`src/sv/tspe_pkg.sv`:
```
// ----------------------------------------------------------------------------
// tspe_pkg: shared types and constants of the transport stream re-framer
// Packet layout constants, sync words, register map and the per-item
// emission descriptor passed from the parser to the output sequencer.
// ----------------------------------------------------------------------------
package tspe_pkg;

  // packet layout
  localparam int PACKET_BYTES = 188;
  localparam logic [7:0] PAYLOAD_END  = 8'd188;
  localparam logic [7:0] NO_OFFSET    = 8'd255;
  localparam logic [7:0] POS_MAX      = 8'd255;
  localparam logic [7:0] ADAPT_LEN_MAX = 8'd182;
  localparam logic [12:0] COUNT_MAX   = 13'd8191;

  // adaptation field control codes
  localparam logic [1:0] AFC_ADAPT_ONLY = 2'd2;
  localparam logic [1:0] AFC_ADAPT_PAY  = 2'd3;

  // sync words, entry 0 goes out first
  localparam logic [3:0][7:0] SYNC_EVEN = {8'hB6, 8'h3A, 8'h07, 8'hFF};
  localparam logic [3:0][7:0] SYNC_ODD  = {8'h49, 8'hC5, 8'hF8, 8'hFF};

  // register map (word index)
  localparam logic [1:0] REG_WANTED_PID = 2'd0;
  localparam logic [1:0] REG_FRAME_LEN  = 2'd1;
  localparam logic [1:0] REG_FILL_BYTE  = 2'd2;

  localparam logic [12:0] WANTED_PID_RST = 13'd0;
  localparam logic [12:0] FRAME_LEN_RST  = 13'd6140;
  localparam logic [7:0]  FILL_BYTE_RST  = 8'h55;

  // descriptor queue depth
  localparam int DESC_DEPTH = 4;
  localparam int DESC_AW    = $clog2(DESC_DEPTH);

  // emission steps of one descriptor
  typedef enum logic [2:0] {
    STEP_FILL  = 3'd0,
    STEP_SYNC0 = 3'd1,
    STEP_SYNC1 = 3'd2,
    STEP_SYNC2 = 3'd3,
    STEP_SYNC3 = 3'd4,
    STEP_PAY   = 3'd5
  } step_t;

  // results caused by one accepted byte
  typedef struct packed {
    logic        fill_en;
    logic [12:0] fill_len;
    logic [7:0]  fill_byte;
    logic        sync_en;
    logic        sync_odd;
    logic        pay_en;
    logic [7:0]  pay_byte;
  } desc_t;

endpackage

```
`src/sv/ts_pid_payload_to_eti_frames.sv`:
```
// ----------------------------------------------------------------------------
// ts_pid_payload_to_eti_frames: PID filter and fixed-length frame builder
// Usage: transport stream bytes enter on the in_ stream, one byte per
// transfer, in_tuser high on the first byte of each packet. The payload of
// packets with the configured PID is re-framed: at each payload-unit-start
// a fill run closes the previous frame, then a 4-byte sync word follows,
// then the payload bytes. Each out_ transfer carries one byte and a repeat
// count (above 1 only for fill runs); out_tlast marks the last result
// caused by one input byte.
// Throughput: one input byte per cycle while each byte gives at most one
// result and the receiver is ready; a frame start gives up to six results,
// sent one per cycle by the output sequencer while the receiver is ready,
// and a four-entry descriptor queue absorbs these bursts. With the queue
// empty a result passes through a queue entry and then the output register.
// A stalled receiver holds the output register; the queue fills and then
// in_tready drops. Reset clears all packet and frame state and loads the
// register defaults (PID 0, 6140 bytes per frame, fill 0x55).
// Registers over APB: 0x0 wanted PID, 0x4 frame payload bytes, 0x8 fill byte.
// ----------------------------------------------------------------------------
module ts_pid_payload_to_eti_frames (
  input  logic        clk,
  input  logic        rst_n,
  // input stream
  input  logic        in_tvalid,
  output logic        in_tready,
  input  logic [7:0]  in_tdata,   // [7:0] data_byte
  input  logic        in_tuser,   // [0] packet_first
  // result stream
  output logic        out_tvalid,
  input  logic        out_tready,
  output logic [23:0] out_tdata,  // [7:0] out_byte, [20:8] repeat_count, zero above
  output logic        out_tlast,
  // configuration
  input  logic        cfg_psel,
  input  logic        cfg_penable,
  input  logic        cfg_pwrite,
  input  logic [3:0]  cfg_paddr,
  input  logic [31:0] cfg_pwdata,
  output logic [31:0] cfg_prdata,
  output logic        cfg_pready
);
  import tspe_pkg::*;

  logic [12:0] wanted_pid_r;
  logic [12:0] frame_len_r;
  logic [7:0]  fill_byte_r;
  logic        cfg_wr;
  logic        accept;
  logic        push, pop, full, head_valid;
  desc_t       push_desc, head;
  logic [7:0]  res_byte;
  logic [12:0] res_repeat;

  // configuration registers
  assign cfg_pready = 1'b1;
  assign cfg_wr     = cfg_psel && cfg_penable && cfg_pwrite && cfg_pready;

  always_ff @(posedge clk) begin
    if (!rst_n) begin
      wanted_pid_r <= WANTED_PID_RST;
      frame_len_r  <= FRAME_LEN_RST;
      fill_byte_r  <= FILL_BYTE_RST;
    end else if (cfg_wr && cfg_paddr[1:0] == 2'd0) begin
      unique case (cfg_paddr[3:2])
        REG_WANTED_PID: wanted_pid_r <= cfg_pwdata[12:0];
        REG_FRAME_LEN:  frame_len_r  <= cfg_pwdata[12:0];
        REG_FILL_BYTE:  fill_byte_r  <= cfg_pwdata[7:0];
        default: ;
      endcase
    end
  end

  // register read back
  always_comb begin
    unique case (cfg_paddr[3:2])
      REG_WANTED_PID: cfg_prdata = {19'd0, wanted_pid_r};
      REG_FRAME_LEN:  cfg_prdata = {19'd0, frame_len_r};
      REG_FILL_BYTE:  cfg_prdata = {24'd0, fill_byte_r};
      default:        cfg_prdata = '0;
    endcase
  end

  // input transfer
  assign in_tready = !full;
  assign accept    = in_tvalid && in_tready;

  tspe_parser u_parser (
    .clk                 (clk),
    .rst_n               (rst_n),
    .accept              (accept),
    .data_byte           (in_tdata),
    .packet_first        (in_tuser),
    .wanted_pid          (wanted_pid_r),
    .frame_payload_bytes (frame_len_r),
    .fill_byte           (fill_byte_r),
    .push                (push),
    .desc                (push_desc)
  );

  tspe_fifo u_fifo (
    .clk        (clk),
    .rst_n      (rst_n),
    .push       (push),
    .push_desc  (push_desc),
    .pop        (pop),
    .full       (full),
    .head_valid (head_valid),
    .head       (head)
  );

  tspe_emitter u_emitter (
    .clk        (clk),
    .rst_n      (rst_n),
    .head_valid (head_valid),
    .head       (head),
    .pop        (pop),
    .out_valid  (out_tvalid),
    .out_ready  (out_tready),
    .out_byte   (res_byte),
    .out_repeat (res_repeat),
    .out_last   (out_tlast)
  );

  assign out_tdata = {3'd0, res_repeat, res_byte};

endmodule

```
`src/sv/tspe_parser.sv`:
```
// ----------------------------------------------------------------------------
// tspe_parser: packet header parser, PID filter and frame accounting
// Works on one byte per cycle while accept is high and describes its results.
// ----------------------------------------------------------------------------
module tspe_parser (
  input  logic               clk,
  input  logic               rst_n,
  input  logic               accept,
  input  logic [7:0]         data_byte,
  input  logic               packet_first,
  input  logic [12:0]        wanted_pid,
  input  logic [12:0]        frame_payload_bytes,
  input  logic [7:0]         fill_byte,
  output logic               push,
  output tspe_pkg::desc_t    desc
);
  import tspe_pkg::*;

  logic [7:0]  pos_r, pos_nxt;
  logic [4:0]  pid_high_r, pid_high_nxt;
  logic        uss_r, uss_nxt;
  logic        sel_r, sel_nxt;
  logic [1:0]  afc_r, afc_nxt;
  logic [7:0]  off_r, off_nxt;
  logic        active_r, active_nxt;
  logic [12:0] count_r, count_nxt;
  logic [7:0]  p;

  // effective position of this byte
  assign p = packet_first ? 8'd0 : pos_r;

  // header decode and frame accounting
  always_comb begin
    pos_nxt      = pos_r;
    pid_high_nxt = pid_high_r;
    uss_nxt      = uss_r;
    sel_nxt      = sel_r;
    afc_nxt      = afc_r;
    off_nxt      = off_r;
    active_nxt   = active_r;
    count_nxt    = count_r;
    push         = 1'b0;
    desc         = '0;
    desc.fill_byte = fill_byte;
    desc.pay_byte  = data_byte;
    desc.sync_odd  = data_byte[0];
    if (accept) begin
      pos_nxt = (p < POS_MAX) ? p + 8'd1 : POS_MAX;
      if (p < 8'(PACKET_BYTES)) begin
        priority if (p == 8'd0) begin
          sel_nxt = 1'b0;
        end else if (p == 8'd1) begin
          pid_high_nxt = data_byte[4:0];
          uss_nxt      = data_byte[6];
          sel_nxt      = 1'b0;
        end else if (p == 8'd2) begin
          sel_nxt = ({pid_high_r, data_byte} == wanted_pid);
        end else if (p == 8'd3) begin
          afc_nxt = data_byte[5:4];
          if (data_byte[5:4] == AFC_ADAPT_ONLY) sel_nxt = 1'b0;
          off_nxt = (data_byte[5:4] == AFC_ADAPT_PAY) ? NO_OFFSET
                                                      : 8'd4 + {7'd0, uss_r};
        end else if (p == 8'd4 && afc_r == AFC_ADAPT_PAY) begin
          if (data_byte > ADAPT_LEN_MAX) sel_nxt = 1'b0;
          else off_nxt = 8'd5 + data_byte + {7'd0, uss_r};
        end else if (sel_r && p >= off_r && p < PAYLOAD_END) begin
          // frame start: pad out the previous frame, then a sync word
          if (uss_r && p == off_r) begin
            desc.fill_en  = active_r && (frame_payload_bytes > count_r);
            desc.fill_len = frame_payload_bytes - count_r;
            desc.sync_en  = 1'b1;
            active_nxt    = 1'b1;
            count_nxt     = 13'd1;
          end else if (count_r < COUNT_MAX) begin
            count_nxt = count_r + 13'd1;
          end
          desc.pay_en = active_nxt;
          push        = active_nxt;
        end else begin
          // adaptation field, pointer byte or a dropped packet: nothing to do
        end
      end
    end
  end

  // state registers
  always_ff @(posedge clk) begin
    if (!rst_n) begin
      pos_r      <= '0;
      pid_high_r <= '0;
      uss_r      <= 1'b0;
      sel_r      <= 1'b0;
      afc_r      <= '0;
      off_r      <= '0;
      active_r   <= 1'b0;
      count_r    <= '0;
    end else begin
      pos_r      <= pos_nxt;
      pid_high_r <= pid_high_nxt;
      uss_r      <= uss_nxt;
      sel_r      <= sel_nxt;
      afc_r      <= afc_nxt;
      off_r      <= off_nxt;
      active_r   <= active_nxt;
      count_r    <= count_nxt;
    end
  end

endmodule

```
`src/sv/tspe_fifo.sv`:
```
// ----------------------------------------------------------------------------
// tspe_fifo: small descriptor queue
// Decouples the byte-rate parser from the multi-cycle output sequencer.
// ----------------------------------------------------------------------------
module tspe_fifo (
  input  logic               clk,
  input  logic               rst_n,
  input  logic               push,
  input  tspe_pkg::desc_t    push_desc,
  input  logic               pop,
  output logic               full,
  output logic               head_valid,
  output tspe_pkg::desc_t    head
);
  import tspe_pkg::*;

  desc_t                entry_r [DESC_DEPTH];
  logic [DESC_AW-1:0]   wr_ptr_r, rd_ptr_r;
  logic [DESC_AW:0]     cnt_r, cnt_nxt;

  assign full       = (cnt_r == (DESC_AW+1)'(DESC_DEPTH));
  assign head_valid = (cnt_r != '0);
  assign head       = entry_r[rd_ptr_r];

  // occupancy
  always_comb begin
    cnt_nxt = cnt_r;
    if (push && !pop) cnt_nxt = cnt_r + 1'b1;
    else if (pop && !push) cnt_nxt = cnt_r - 1'b1;
  end

  // pointers
  always_ff @(posedge clk) begin
    if (!rst_n) begin
      wr_ptr_r <= '0;
      rd_ptr_r <= '0;
      cnt_r    <= '0;
    end else begin
      cnt_r <= cnt_nxt;
      if (push) wr_ptr_r <= wr_ptr_r + 1'b1;
      if (pop)  rd_ptr_r <= rd_ptr_r + 1'b1;
    end
  end

  // storage
  always_ff @(posedge clk) begin
    if (push) entry_r[wr_ptr_r] <= push_desc;
  end

  a_no_overflow: assert property (@(posedge clk) disable iff (!rst_n)
    push |-> (!full || pop)) else $error("descriptor queue overflow");
  a_no_underflow: assert property (@(posedge clk) disable iff (!rst_n)
    pop |-> head_valid) else $error("descriptor queue underflow");

endmodule

```
`src/sv/tspe_emitter.sv`:
```
// ----------------------------------------------------------------------------
// tspe_emitter: output sequencer
// Expands each descriptor into fill, sync and payload results, one per
// cycle while the receiver is ready, into a registered output stage.
// ----------------------------------------------------------------------------
module tspe_emitter (
  input  logic               clk,
  input  logic               rst_n,
  input  logic               head_valid,
  input  tspe_pkg::desc_t    head,
  output logic               pop,
  output logic               out_valid,
  input  logic               out_ready,
  output logic [7:0]         out_byte,
  output logic [12:0]        out_repeat,
  output logic               out_last
);
  import tspe_pkg::*;

  logic        busy_r, busy_nxt;
  step_t       step_r, step_nxt, cur;
  logic        valid_r, valid_nxt;
  logic [7:0]  byte_r, byte_nxt;
  logic [12:0] rep_r, rep_nxt;
  logic        last_r, last_nxt;
  logic        load;
  logic        cur_last;

  assign out_valid  = valid_r;
  assign out_byte   = byte_r;
  assign out_repeat = rep_r;
  assign out_last   = last_r;

  // output stage free for a new result
  assign load = head_valid && (!valid_r || out_ready);

  // step of the head descriptor to send now
  always_comb begin
    if (busy_r) cur = step_r;
    else if (head.fill_en) cur = STEP_FILL;
    else if (head.sync_en) cur = STEP_SYNC0;
    else cur = STEP_PAY;
  end

  assign cur_last = (cur == STEP_PAY);
  assign pop      = load && cur_last;

  // result selection
  always_comb begin
    byte_nxt = head.pay_byte;
    rep_nxt  = 13'd1;
    step_nxt = STEP_PAY;
    unique case (cur)
      STEP_FILL: begin
        byte_nxt = head.fill_byte;
        rep_nxt  = head.fill_len;
        step_nxt = STEP_SYNC0;
      end
      STEP_SYNC0: begin
        byte_nxt = head.sync_odd ? SYNC_ODD[0] : SYNC_EVEN[0];
        step_nxt = STEP_SYNC1;
      end
      STEP_SYNC1: begin
        byte_nxt = head.sync_odd ? SYNC_ODD[1] : SYNC_EVEN[1];
        step_nxt = STEP_SYNC2;
      end
      STEP_SYNC2: begin
        byte_nxt = head.sync_odd ? SYNC_ODD[2] : SYNC_EVEN[2];
        step_nxt = STEP_SYNC3;
      end
      STEP_SYNC3: begin
        byte_nxt = head.sync_odd ? SYNC_ODD[3] : SYNC_EVEN[3];
        step_nxt = STEP_PAY;
      end
      STEP_PAY: begin
        byte_nxt = head.pay_byte;
        step_nxt = STEP_PAY;
      end
      default: begin
        byte_nxt = head.pay_byte;
        step_nxt = STEP_PAY;
      end
    endcase
    last_nxt = cur_last;
  end

  // output valid and sequencing control
  always_comb begin
    valid_nxt = valid_r;
    busy_nxt  = busy_r;
    if (load) begin
      valid_nxt = 1'b1;
      busy_nxt  = !cur_last;
    end else if (out_ready) begin
      valid_nxt = 1'b0;
    end
  end

  always_ff @(posedge clk) begin
    if (!rst_n) begin
      valid_r <= 1'b0;
      busy_r  <= 1'b0;
      step_r  <= STEP_FILL;
    end else begin
      valid_r <= valid_nxt;
      busy_r  <= busy_nxt;
      if (load) step_r <= step_nxt;
    end
  end

  // output payload register
  always_ff @(posedge clk) begin
    if (load) begin
      byte_r <= byte_nxt;
      rep_r  <= rep_nxt;
      last_r <= last_nxt;
    end
  end

  a_busy_has_head: assert property (@(posedge clk) disable iff (!rst_n)
    busy_r |-> head_valid) else $error("sequencer busy without descriptor");
  a_rep_nonzero: assert property (@(posedge clk) disable iff (!rst_n)
    valid_r |-> (rep_r != 13'd0)) else $error("zero repeat count on output");

endmodule

```
`config.mk`:
```
export PLATFORM = sky130hd
export DESIGN_NAME = ts_pid_payload_to_eti_frames
export DESIGN_NICKNAME = d
export VERILOG_FILES = /design/src/sv/tspe_pkg.sv /design/src/sv/ts_pid_payload_to_eti_frames.sv /design/src/sv/tspe_parser.sv /design/src/sv/tspe_fifo.sv /design/src/sv/tspe_emitter.sv
export SDC_FILE = /design/constraint.sdc
export NUM_CORES = 1
export LEC_CHECK = 0
export BUFFER_PORTS_ARGS = -buffer_cell sky130_fd_sc_hd__buf_4
export CAP_MARGIN = 20
export CORE_MARGIN = 10
export CORE_UTILIZATION = 40
export CTS_CLUSTER_SIZE = 24
export DETAILED_ROUTE_END_ITERATION = 8
export PLACE_DENSITY = 0.6
export RECOVER_POWER = 50
export SLEW_MARGIN = 10
export SYNTH_ARGS = -nofsm -noshare
export SYNTH_HDL_FRONTEND = slang
export SYNTH_SLANG_ARGS = --single-unit
```
`constraint.sdc`:
```
create_clock -name clk -period 5.8 [get_ports clk]
set_clock_uncertainty 0.05 [all_clocks]
set_input_delay 1.16 -clock clk [delete_from_list [all_inputs] [get_ports clk]]
set_output_delay 1.16 -clock clk [all_outputs]
set_load 0.02 [all_outputs]
```
==> metrics.txt, run 1 <==
outcome=finished, violations left; failing checks=max-capacitance violations, max-slew violations; predominant post-synthesis flop cell=edfxtp_1; P_leak=4.45 nW; initial antenna violation count=0; Pre-antenna DRT Iters=5; period utilisation layout=0.800; clock buffer depth=3; largest net degree at the start of global routing=50; initial core utilization=0.406; Rows=61; Mean Syn Cell Area=11.8 um2; #FFs+latches synth=233; sequential power share=0.489; Post-CTS Hold Fix Bufs=0; sequential-to-total area share from yosys stat=0.543; synthesized area=0.0113 mm2; synthesis-to-finish area growth=13.2%; Max rail drop VDD=0.175 mV; Post-CTS Setup Inserts=0; Setup crit end kind=flip-flop; CP Launch Type=primary input; routability cong.=roughly 0.8; setup_tns=0 ns; worst hold margin=0.409 ns; Clock power frac=0.469; Post-layout nets=1102; Max Cap Viol=4; asr flop ratio synth=0; NetSw=~0.75 mW; share of cells above drive strength 1=0.132; switch share=0.209; Slew HR=-0.556; worst-path cell chain=clkbuf_1, inv_1, nand2_1, inv_1, ha_1, or3_1, o211ai_1, o2111ai_4, nor3_4, ha_1, inv_1, fa_1, xor2_1, or3_1, a21oi_1; die area=roughly 0.035 mm2; DRT iter0 DRCs=495; YS warnings=0; CP Class=in2reg; Critical Path RT=slightly above 6 ns; via count of the routed design=7336; worst hold path class=reg2reg; Arr. time, crit path=roughly 5 ns; number of cells upsized or downsized after cts=0; vias in the first global route=approximately 7500; clock root buffer master=clkbuf_16; H-tree Lvls=1; Clk Latency, worst-skew pair=between 0.5 and 0.6 ns; first-pass GRT wire length=41.0 mm; CP max-delay cell=clkbuf_1; drt total wl=25.5 mm; Most Frequent Cell on Critical Path=inv_1; Final Setup Violations=0; gr usage total=0.142; CTS tree=built; gr ovfl total=0; HPWL Detailed=17.6 mm; Critical Path Fanout Max=18; clock-pin slew on the worst setup and hold paths=about 0.06 ns; post-synth cell types=78; CP Buf/Inv Count=4; Crit path largest cell delay=0.55 ns; port buffer count=69; Internal=~2.8 mW; Peak Freq=216 MHz; wire length per cell=18.1 um; final hold violation count=0; Die Height=188 um; Gate Count Post-Synth=954; IO Count=112; via/cell ratio=approximately 5.2; Largest delay share family, worst path=simple AND/OR/NAND/NOR gates; Num CTS Buffers=25; core area=about 0.028 mm2; RSZ-0062 raised after global routing=no; clock sink count=233; PD cells=281 mW/mm2; Antenna Violating Nets Remaining=0; Period minus WS final=4.64 ns; Post-synth EDFFs=146; n_diodes=0; Die X=188 um; reg2reg setup slack=around 1.6 ns; drc violations=0; Slew @ Worst Pin=2.33 ns; max-slew violations=119; combinational power share=0.042
-- state kept, by name, indices dropped and copies added (netlist names), 2 cells and up, named ones only --
name,cells
u_emitter.step_r,3
u_parser.count_r,13
u_emitter.out_repeat,13
u_emitter.out_byte,8
u_parser.pid_high_r,5
u_fifo.entry_r,124
u_fifo.wr_ptr_r,2
u_parser.off_r,8
fill_byte_r,8
u_fifo.cnt_r,3
u_parser.afc_r,2
wanted_pid_r,13
frame_len_r,13
u_parser.pos_r,8
u_fifo.rd_ptr_r,2
-- per-stage QoR --
stage          area (um2)  total power, mW  std cells  utilization  setup slack, ns
6_report            12800             3.59       1411        0.459             1.16
5_1_grt             12800             3.71       1411        0.459            0.772
4_1_cts             13000             3.63       1411        0.467             1.42
3_5_place_dp        12100             1.95       1366        0.435            0.893
3_3_place_gp        12100             1.95       1366        0.435            0.933
2_1_floorplan       11400             1.90        975            -             1.39
-- layer usage --
layer / track usage / vias up / share of wire
li1: - / 3586 / -
met1: 0.197 / 3569 / 0.48
met2: 0.225 / 157 / 0.45
met3: 0.0273 / 24 / 0.054
met4: 0.0314 / 0 / 0.013
met5: 0 / - / 0
-- cells in the final DEF, fill, tap and decap left out, drive strengths merged, types with 29 or more instances in the layout --
| cell type | netlist | final |
|---|---|---|
| edfxtp | 146 | 146 |
| nor2 | 72 | 72 |
| mux2i | 43 | 43 |
| mux4 | 30 | 30 |
| a21oi | 29 | 29 |
| inv | 44 | 45 |
| dfxtp | 87 | 87 |
| o21ai | 42 | 42 |
| clkbuf | 30 | 75 |
| buf | 42 | 40 |
| ha | 33 | 33 |
| nand2 | 71 | 71 |
-- power groups by stage --
stage               logic (mW)  clock network (mW)  registers [mW]
floorplan                0.109                   0            1.79
global placement         0.155                   0            1.79
detailed placement       0.156                   0            1.79
CTS                      0.156                1.72            1.75
global route             0.166                1.79            1.75
finish                   0.151                1.68            1.75
-- synth_stat cells (all sizes together) (3+ instances only) --
cell | count | area, um2
xor2 | 18 | 158
or3 | 7 | 43.8
o2111ai | 3 | 43.8
nand4 | 10 | 62.6
o21ai | 42 | 210
buf | 42 | 284
nor3 | 18 | 111
nor4 | 16 | 174
a21boi | 6 | 45.0
nor3b | 4 | 35.0
inv | 44 | 165
a211oi | 9 | 67.6
mux2i | 43 | 430
o22a | 4 | 35.0
o211a | 4 | 40.0
dfxtp | 87 | 1740
and3 | 20 | 125
ha | 33 | 413
clkbuf | 30 | 113
a31oi | 11 | 68.8
and2 | 10 | 65.1
a41oi | 3 | 26.3
o211ai | 5 | 42.5
nand2 | 71 | 267
nor2b | 27 | 169
nand3 | 28 | 140
a21o | 6 | 45.0
nand2b | 12 | 75.1
a21oi | 29 | 145
nor2 | 72 | 270
or4 | 4 | 30.0
mux4 | 30 | 676
xnor2 | 20 | 175
edfxtp | 146 | 4380
-- worst reg2reg max path: stages (launching register included) --
cell	delay, ns
dfxtp_1	0.69
clkbuf_1	0.96
or3b_1	0.46
o311a_1	0.16
o31a_1	0.29
clkbuf_1	0.46
and2_0	0.45
nor3b_1	0.36
o22a_1	0.21
-- cells by family (layout without fill, tap and decap cells) --
family / Yosys count / after routing / share of synthesized area
flip-flops: 233 / 233 / 0.543
AND/OR/NAND/NOR: 310 / 310 / 0.149
XOR/XNOR: 38 / 38 / 0.0295
AO/OA/AOI/OAI: 147 / 147 / 0.0895
adder cells (fa/ha/maj): 35 / 35 / 0.0402
buffers and inverters: 116 / 174 / 0.0498
multiplexers: 73 / 73 / 0.0980
other: 2 / 23 / 0.000666
-- worst paths after layout --
| check | from | to | cells past startpoint |
|---|---|---|---|
| worst max register to register | flip-flop | u_emitter.out_byte[5] | 8 |
| worst min-delay path | u_parser.off_r[4] | u_parser.off_r[4] | 2 |
| worst min register to register | u_parser.off_r[4] | u_parser.off_r[4] | 2 |
| worst max-delay path | in_tuser | u_fifo.cnt_r[2] | 15 |
-- cell type report --
class,instances,area (um2)
fill,2621,15000
clock buffer,30,664
tap,378,473
clock inverter,15,210
sequential,233,6130
timing repair buffer,85,473
multi-input combinational,626,4650
inverter,44,165
(Power assumes the default switching activity.)
==> inputs of run 2 (changes only) <==
--- a/config.mk
+++ b/config.mk
@@ -5,13 +5,14 @@
 export SDC_FILE = /design/constraint.sdc
 export NUM_CORES = 1
 export LEC_CHECK = 0
+export ABC_AREA = 1
 export BUFFER_PORTS_ARGS = -buffer_cell sky130_fd_sc_hd__buf_4
 export CAP_MARGIN = 20
 export CORE_MARGIN = 10
 export CORE_UTILIZATION = 40
 export CTS_CLUSTER_SIZE = 24
 export DETAILED_ROUTE_END_ITERATION = 8
-export PLACE_DENSITY = 0.6
+export PLACE_DENSITY = 0.62
 export RECOVER_POWER = 50
 export SLEW_MARGIN = 10
 export SYNTH_ARGS = -nofsm -noshare
==> constraint.sdc (replaced) <==
create_clock -name clk -period 4.1 [get_ports clk]
set_clock_uncertainty 0.05 [all_clocks]
set_input_delay 0.82 -clock clk [delete_from_list [all_inputs] [get_ports clk]]
set_output_delay 0.82 -clock clk [all_outputs]
set_load 0.02 [all_outputs]
==> metrics.txt, run 2 <==
CTS tree=built; via/cell ratio=5.02; core area=0.0280 mm2; worst hold margin=0.440 ns; most common cell after layout, fill and taps aside=nand2_1; multiplexer area fraction after synthesis=0; synthesis-to-finish area growth=13.6%; Critical Path RT=approximately 4.5 ns; CP startpoint=in_tuser; YS warnings=0; Final Setup Violations=0; Post-layout nets=1443; clock root buffer master=clkbuf_16; total power=5.71 mW; Adder-Cell Fraction of Synth Area=0.0395; largest family of logic cells by synthesized area=simple AND/OR/NAND/NOR gates; #FFs+latches synth=233; Slew @ Worst Pin=~1.6 ns; CP Launch Type=primary input; compound-gate portion of the synthesized area=0.120; Period minus WS final=3.50 ns; share of cells above drive strength 1=0.0916; Die X=between 150 and 200 um; CP Class=in2reg; placed cell count=1707; predominant post-synthesis flop cell=edfxtp_1; drt total wl=around 28 mm; die area=between 0.03 and 0.04 mm2; reg2reg setup slack=roughly 0.72 ns; most frequent cells after synthesis=nand2_1, nor2_1, edfxtp_1; initial antenna violation count=0; asr flop ratio synth=0; commonest non-fill, non-tap cells in the layout=nand2_1, nor2_1, edfxtp_1; most common cell in the synthesized netlist=nand2_1; top cell type's share of synthesized area=0.382; Post-CTS Hold Fix Bufs=0; Clk Latency, worst-skew pair=0.52 ns; DRT iter0 DRCs=604; Num CTS Buffers=25; Slew HR=-0.0678; fill count=2723; post-synth cell types=49; Post-synth EDFFs=approximately 150; Final Core Density=0.465; Post-Synth Simple-Gate Area=0.208; IO Count=between 100 and 150; Critical Path Fanout Max=11; via count of the routed design=between 8000 and 9000; Rows=61; worst hold path class=reg2reg; H-tree Lvls=1; clock buffer depth=3; Max Cap Viol=1; final hold violation count=0; Arr. time, crit path=3.86 ns; sequential-to-total area share from yosys stat=0.534; failing checks=max-capacitance violations, max-slew violations; Setup crit end kind=flip-flop; RSZ-0062 raised after global routing=no; Area contributors post-synth=edfxtp_1, dfxtp_1, nand2_1; initial core utilization=0.410; Final Non-Filler Cells=1753; area leader, netlist=edfxtp_1; Max rail drop VDD=between 0.2 and 0.3 mV; PD cells=between 400 and 500 mW/mm2; gr usage total=0.152; Die Height=approximately 190 um; number of cells upsized or downsized after cts=0; max-slew violations=33; port buffer count=about 70; outcome=finished, violations left; Antenna Violating Nets Remaining=0; clock sink count=~230; vias in the first global route=8403; largest net degree at the start of global routing=45; Mean Syn Cell Area=8.89 um2; Pre-antenna DRT Iters=6; setup_tns=0 ns; Peak Freq=286 MHz; synthesized area=0.0115 mm2; Crit Reg-Reg Startpoint=u_parser.pos_r[1]; min-delay src=u_parser.count_r[3]; Synth Area in XOR/XNOR=0.0206; largest reg by FF count=u_fifo.entry_r; period utilisation layout=0.853; gr ovfl total=0; Post-CTS Setup Inserts=0; clock-pin slew on the worst setup and hold paths=0.06 ns; HPWL Detailed=roughly 20 mm; P_leak=5.15 nW; n_diodes=0; drc violations=0; first-pass GRT wire length=44.5 mm; Gate Count Post-Synth=1290; max reg flops=124; wire length per cell=16.0 um; routability cong.=around 0.89
run 2: power by group:
group / switching (mW) / internal (mW)
clock network: 0.896 / 1.48
logic: 0.506 / 0.198
registers: 0.0466 / 2.59
run 2: layout make-up:
cell class                 count  area [um2]  area share
sequential                   233        6130       0.470
multi-input combinational    878        4510       0.346
clock buffer                  40         774      0.0594
timing repair buffer          86         542      0.0416
inverter                     132         498      0.0382
tap                          378         473      0.0363
clock inverter                 6         111     0.00855
run 2: path summary, 6_finish.rpt:
kind                               to  cells after the start
setup reg to reg      u_fifo.cnt_r[2]                     15
hold / removal    u_parser.count_r[3]                      2
hold reg to reg   u_parser.count_r[3]                      2
setup / recovery      u_fifo.cnt_r[2]                     20
run 2: logic make-up after synthesis:
kind of cell,Yosys count
AOI/OAI and AO/OA,248
other,2
adders and majority gates,35
DFF,233
buffers and inverters,200
xor gates and xnor gates,27
and+or+nand+nor,545
run 2: metrics by stage:
| stage | area (um2) | setup WS (ns) |
|---|---|---|
| 5_1_grt | 13000 | 0.297 |
| 2_1_floorplan | 11500 | 0.120 |
| 3_5_place_dp | 12300 | 0.187 |
| 3_3_place_gp | 12300 | 0.214 |
| 6_report | 13000 | 0.602 |
| 4_1_cts | 13200 | 0.730 |
run 2: per-layer routing:
metal,vias up,global-route usage,wire length (um)
met5,-,0,0
met4,0,0.0476,673
met3,36,0.0279,1690
met2,230,0.246,12500
met1,4094,0.203,13200
li1,4434,-,-
run 2: worst max-delay path, cell delays in order:
cell     delay (ns)
buf_4          0.13
inv_1          0.38
nand2_1        0.21
inv_1          0.12
ha_1           0.15
nand2_1        0.07
nor2_1         0.17
nand2_1        0.07
nand2_1        0.06
nor2_1         0.04
nand2_1        0.09
nand3_1        0.10
nor3_1         0.34
ha_1           0.22
inv_1          0.07
fa_1           0.38
a21oi_1        0.14
o21ai_0        0.11
o21ai_0        0.15
a21oi_1        0.05
==> inputs of run 3 (changes only) <==
--- a/config.mk
+++ b/config.mk
@@ -5,7 +5,7 @@
 export SDC_FILE = /design/constraint.sdc
 export NUM_CORES = 1
 export LEC_CHECK = 0
-export ABC_AREA = 1
+export ABC_AREA = 0
 export BUFFER_PORTS_ARGS = -buffer_cell sky130_fd_sc_hd__buf_4
 export CAP_MARGIN = 20
 export CORE_MARGIN = 10
@@ -14,6 +14,7 @@
 export DETAILED_ROUTE_END_ITERATION = 8
 export PLACE_DENSITY = 0.62
 export RECOVER_POWER = 50
+export SKIP_CTS_REPAIR_TIMING = 1
 export SLEW_MARGIN = 10
 export SYNTH_ARGS = -nofsm -noshare
 export SYNTH_HDL_FRONTEND = slang
==> metrics.txt, run 3 (synthesis results as in run 1) <==
Clk Latency, worst-skew pair=0.51 ns; Final Core Density=0.465; H-tree Lvls=1; synthesis-to-finish area growth=14.4%; Pre-antenna DRT Iters=5; outcome=finished, violations left; worst-path cell chain=clkbuf_1, nor2b_1, nand2_1, o21ai_0, buf_4; Period minus WS final=3.63 ns; CP Launch Type=primary input; post-place setup slack=0.252 ns; Setup crit end kind=output pin; via/cell ratio=roughly 5.2; CP Buf/Inv Count=2; Antenna Violating Nets Remaining=0; worst hold path class=reg2reg; Slew HR=-0.564; P_leak=around 4.6 nW; Final Cell Area=0.0129 mm2; Max rail drop VDD=0.191 mV; Num CTS Buffers=25; commonest non-fill, non-tap cells in the layout=edfxtp_1, dfxtp_1, nor2_1; wire length per cell=roughly 18 um; Rows=61; drt total wl=25.9 mm; Max Cap Viol=2; area taken by flip-flops and latches=between 0.006 and 0.007 mm2; Crit path largest cell delay=0.90 ns; CP max-delay cell=clkbuf_1; FF-to-FF path depth=11; via count of the routed design=7421; Post-layout nets=1112; period utilisation layout=0.885; Slew @ Worst Pin=2.35 ns; final hold violation count=0; die area=roughly 0.035 mm2; share of cells above drive strength 1=0.147; Critical Path Fanout Max=18; Arr. time, crit path=roughly 2.8 ns; HPWL Detailed=18.2 mm; largest net degree at the start of global routing=50; reg2reg setup slack=0.68 ns; routability cong.=0.825; initial antenna violation count=0; gr ovfl total=0; max-slew violations=50; Die X=188 um; IO Count=about 110; n_diodes=0; gr usage total=0.143; worst setup margin=approximately 0.47 ns; initial core utilization=0.406; clock buffer depth=3; CP Class=in2out; RSZ-0062 raised after global routing=no; CTS tree=built; Die Height=188 um; max reg flops=124; drc violations=0; Critical Path RT=3.23 ns; clock sink count=233; clock-pin slew on the worst setup and hold paths=0.06 ns; Crit. path cell count=5; setup_tns=0 ns; port buffer count=69; fill count=2604; core area=0.0278 mm2; PD cells=394 mW/mm2; clock root buffer master=clkbuf_16; largest reg by FF count=u_fifo.entry_r; Hold Path Depth=2; failing checks=max-capacitance violations, max-slew violations; Placement Cell Area=about 0.012 mm2; first-pass GRT wire length=just over 40 mm; most common cell after layout, fill and taps aside=edfxtp_1; vias in the first global route=between 7000 and 8000; Largest delay share family, worst path=buffers and inverters; Final Setup Violations=0; area of the multi-input gates=0.00469 mm2; DRT iter0 DRCs=518; Peak Freq=276 MHz
## run 3: final timing paths
path                                         from                end
worst max-delay path                 cfg_paddr[2]      cfg_prdata[3]
worst max register to register          flip-flop    u_fifo.cnt_r[2]
worst min register to register  u_parser.off_r[4]  u_parser.off_r[4]
worst min-delay path            u_parser.off_r[4]  u_parser.off_r[4]
## run 3: area by class of cell
class                           count  area share
Tap cell                          378      0.0366
Sequential cell                   233       0.475
Timing Repair Buffer               95      0.0438
Clock buffer                       36      0.0572
Inverter                           44      0.0128
Clock inverter                      9      0.0117
Multi-Input combinational cell    626       0.363
## run 3: power breakdown
group	internal (mW)	total (mW)	leakage, nW	switching, mW
clock network	1.50	2.39	0.439	0.890
registers	2.47	2.48	1.96	0.00851
logic	0.0717	0.218	2.16	0.146
## run 3: stage by stage
stage	hold slack [ns]	instances	total power, mW
floorplan	0.382	975	2.68
global placement	0.390	1376	2.75
detailed placement	0.396	1376	2.75
CTS	0.412	1421	5.14
global route	0.445	1421	5.26
finish	0.410	1421	5.09
## run 3: routing by layer
metal	GRT usage	wire, um	share of wire
met5	0	0	0
met4	0.0462	518	0.020
met3	0.0269	1330	0.051
met2	0.226	12000	0.46
met1	0.194	12100	0.47
## run 3: worst min-delay path: stages (launching register included)
cell,delay (ns)
dfxtp_1,0.31
nand2_1,0.05
a21oi_1,0.05
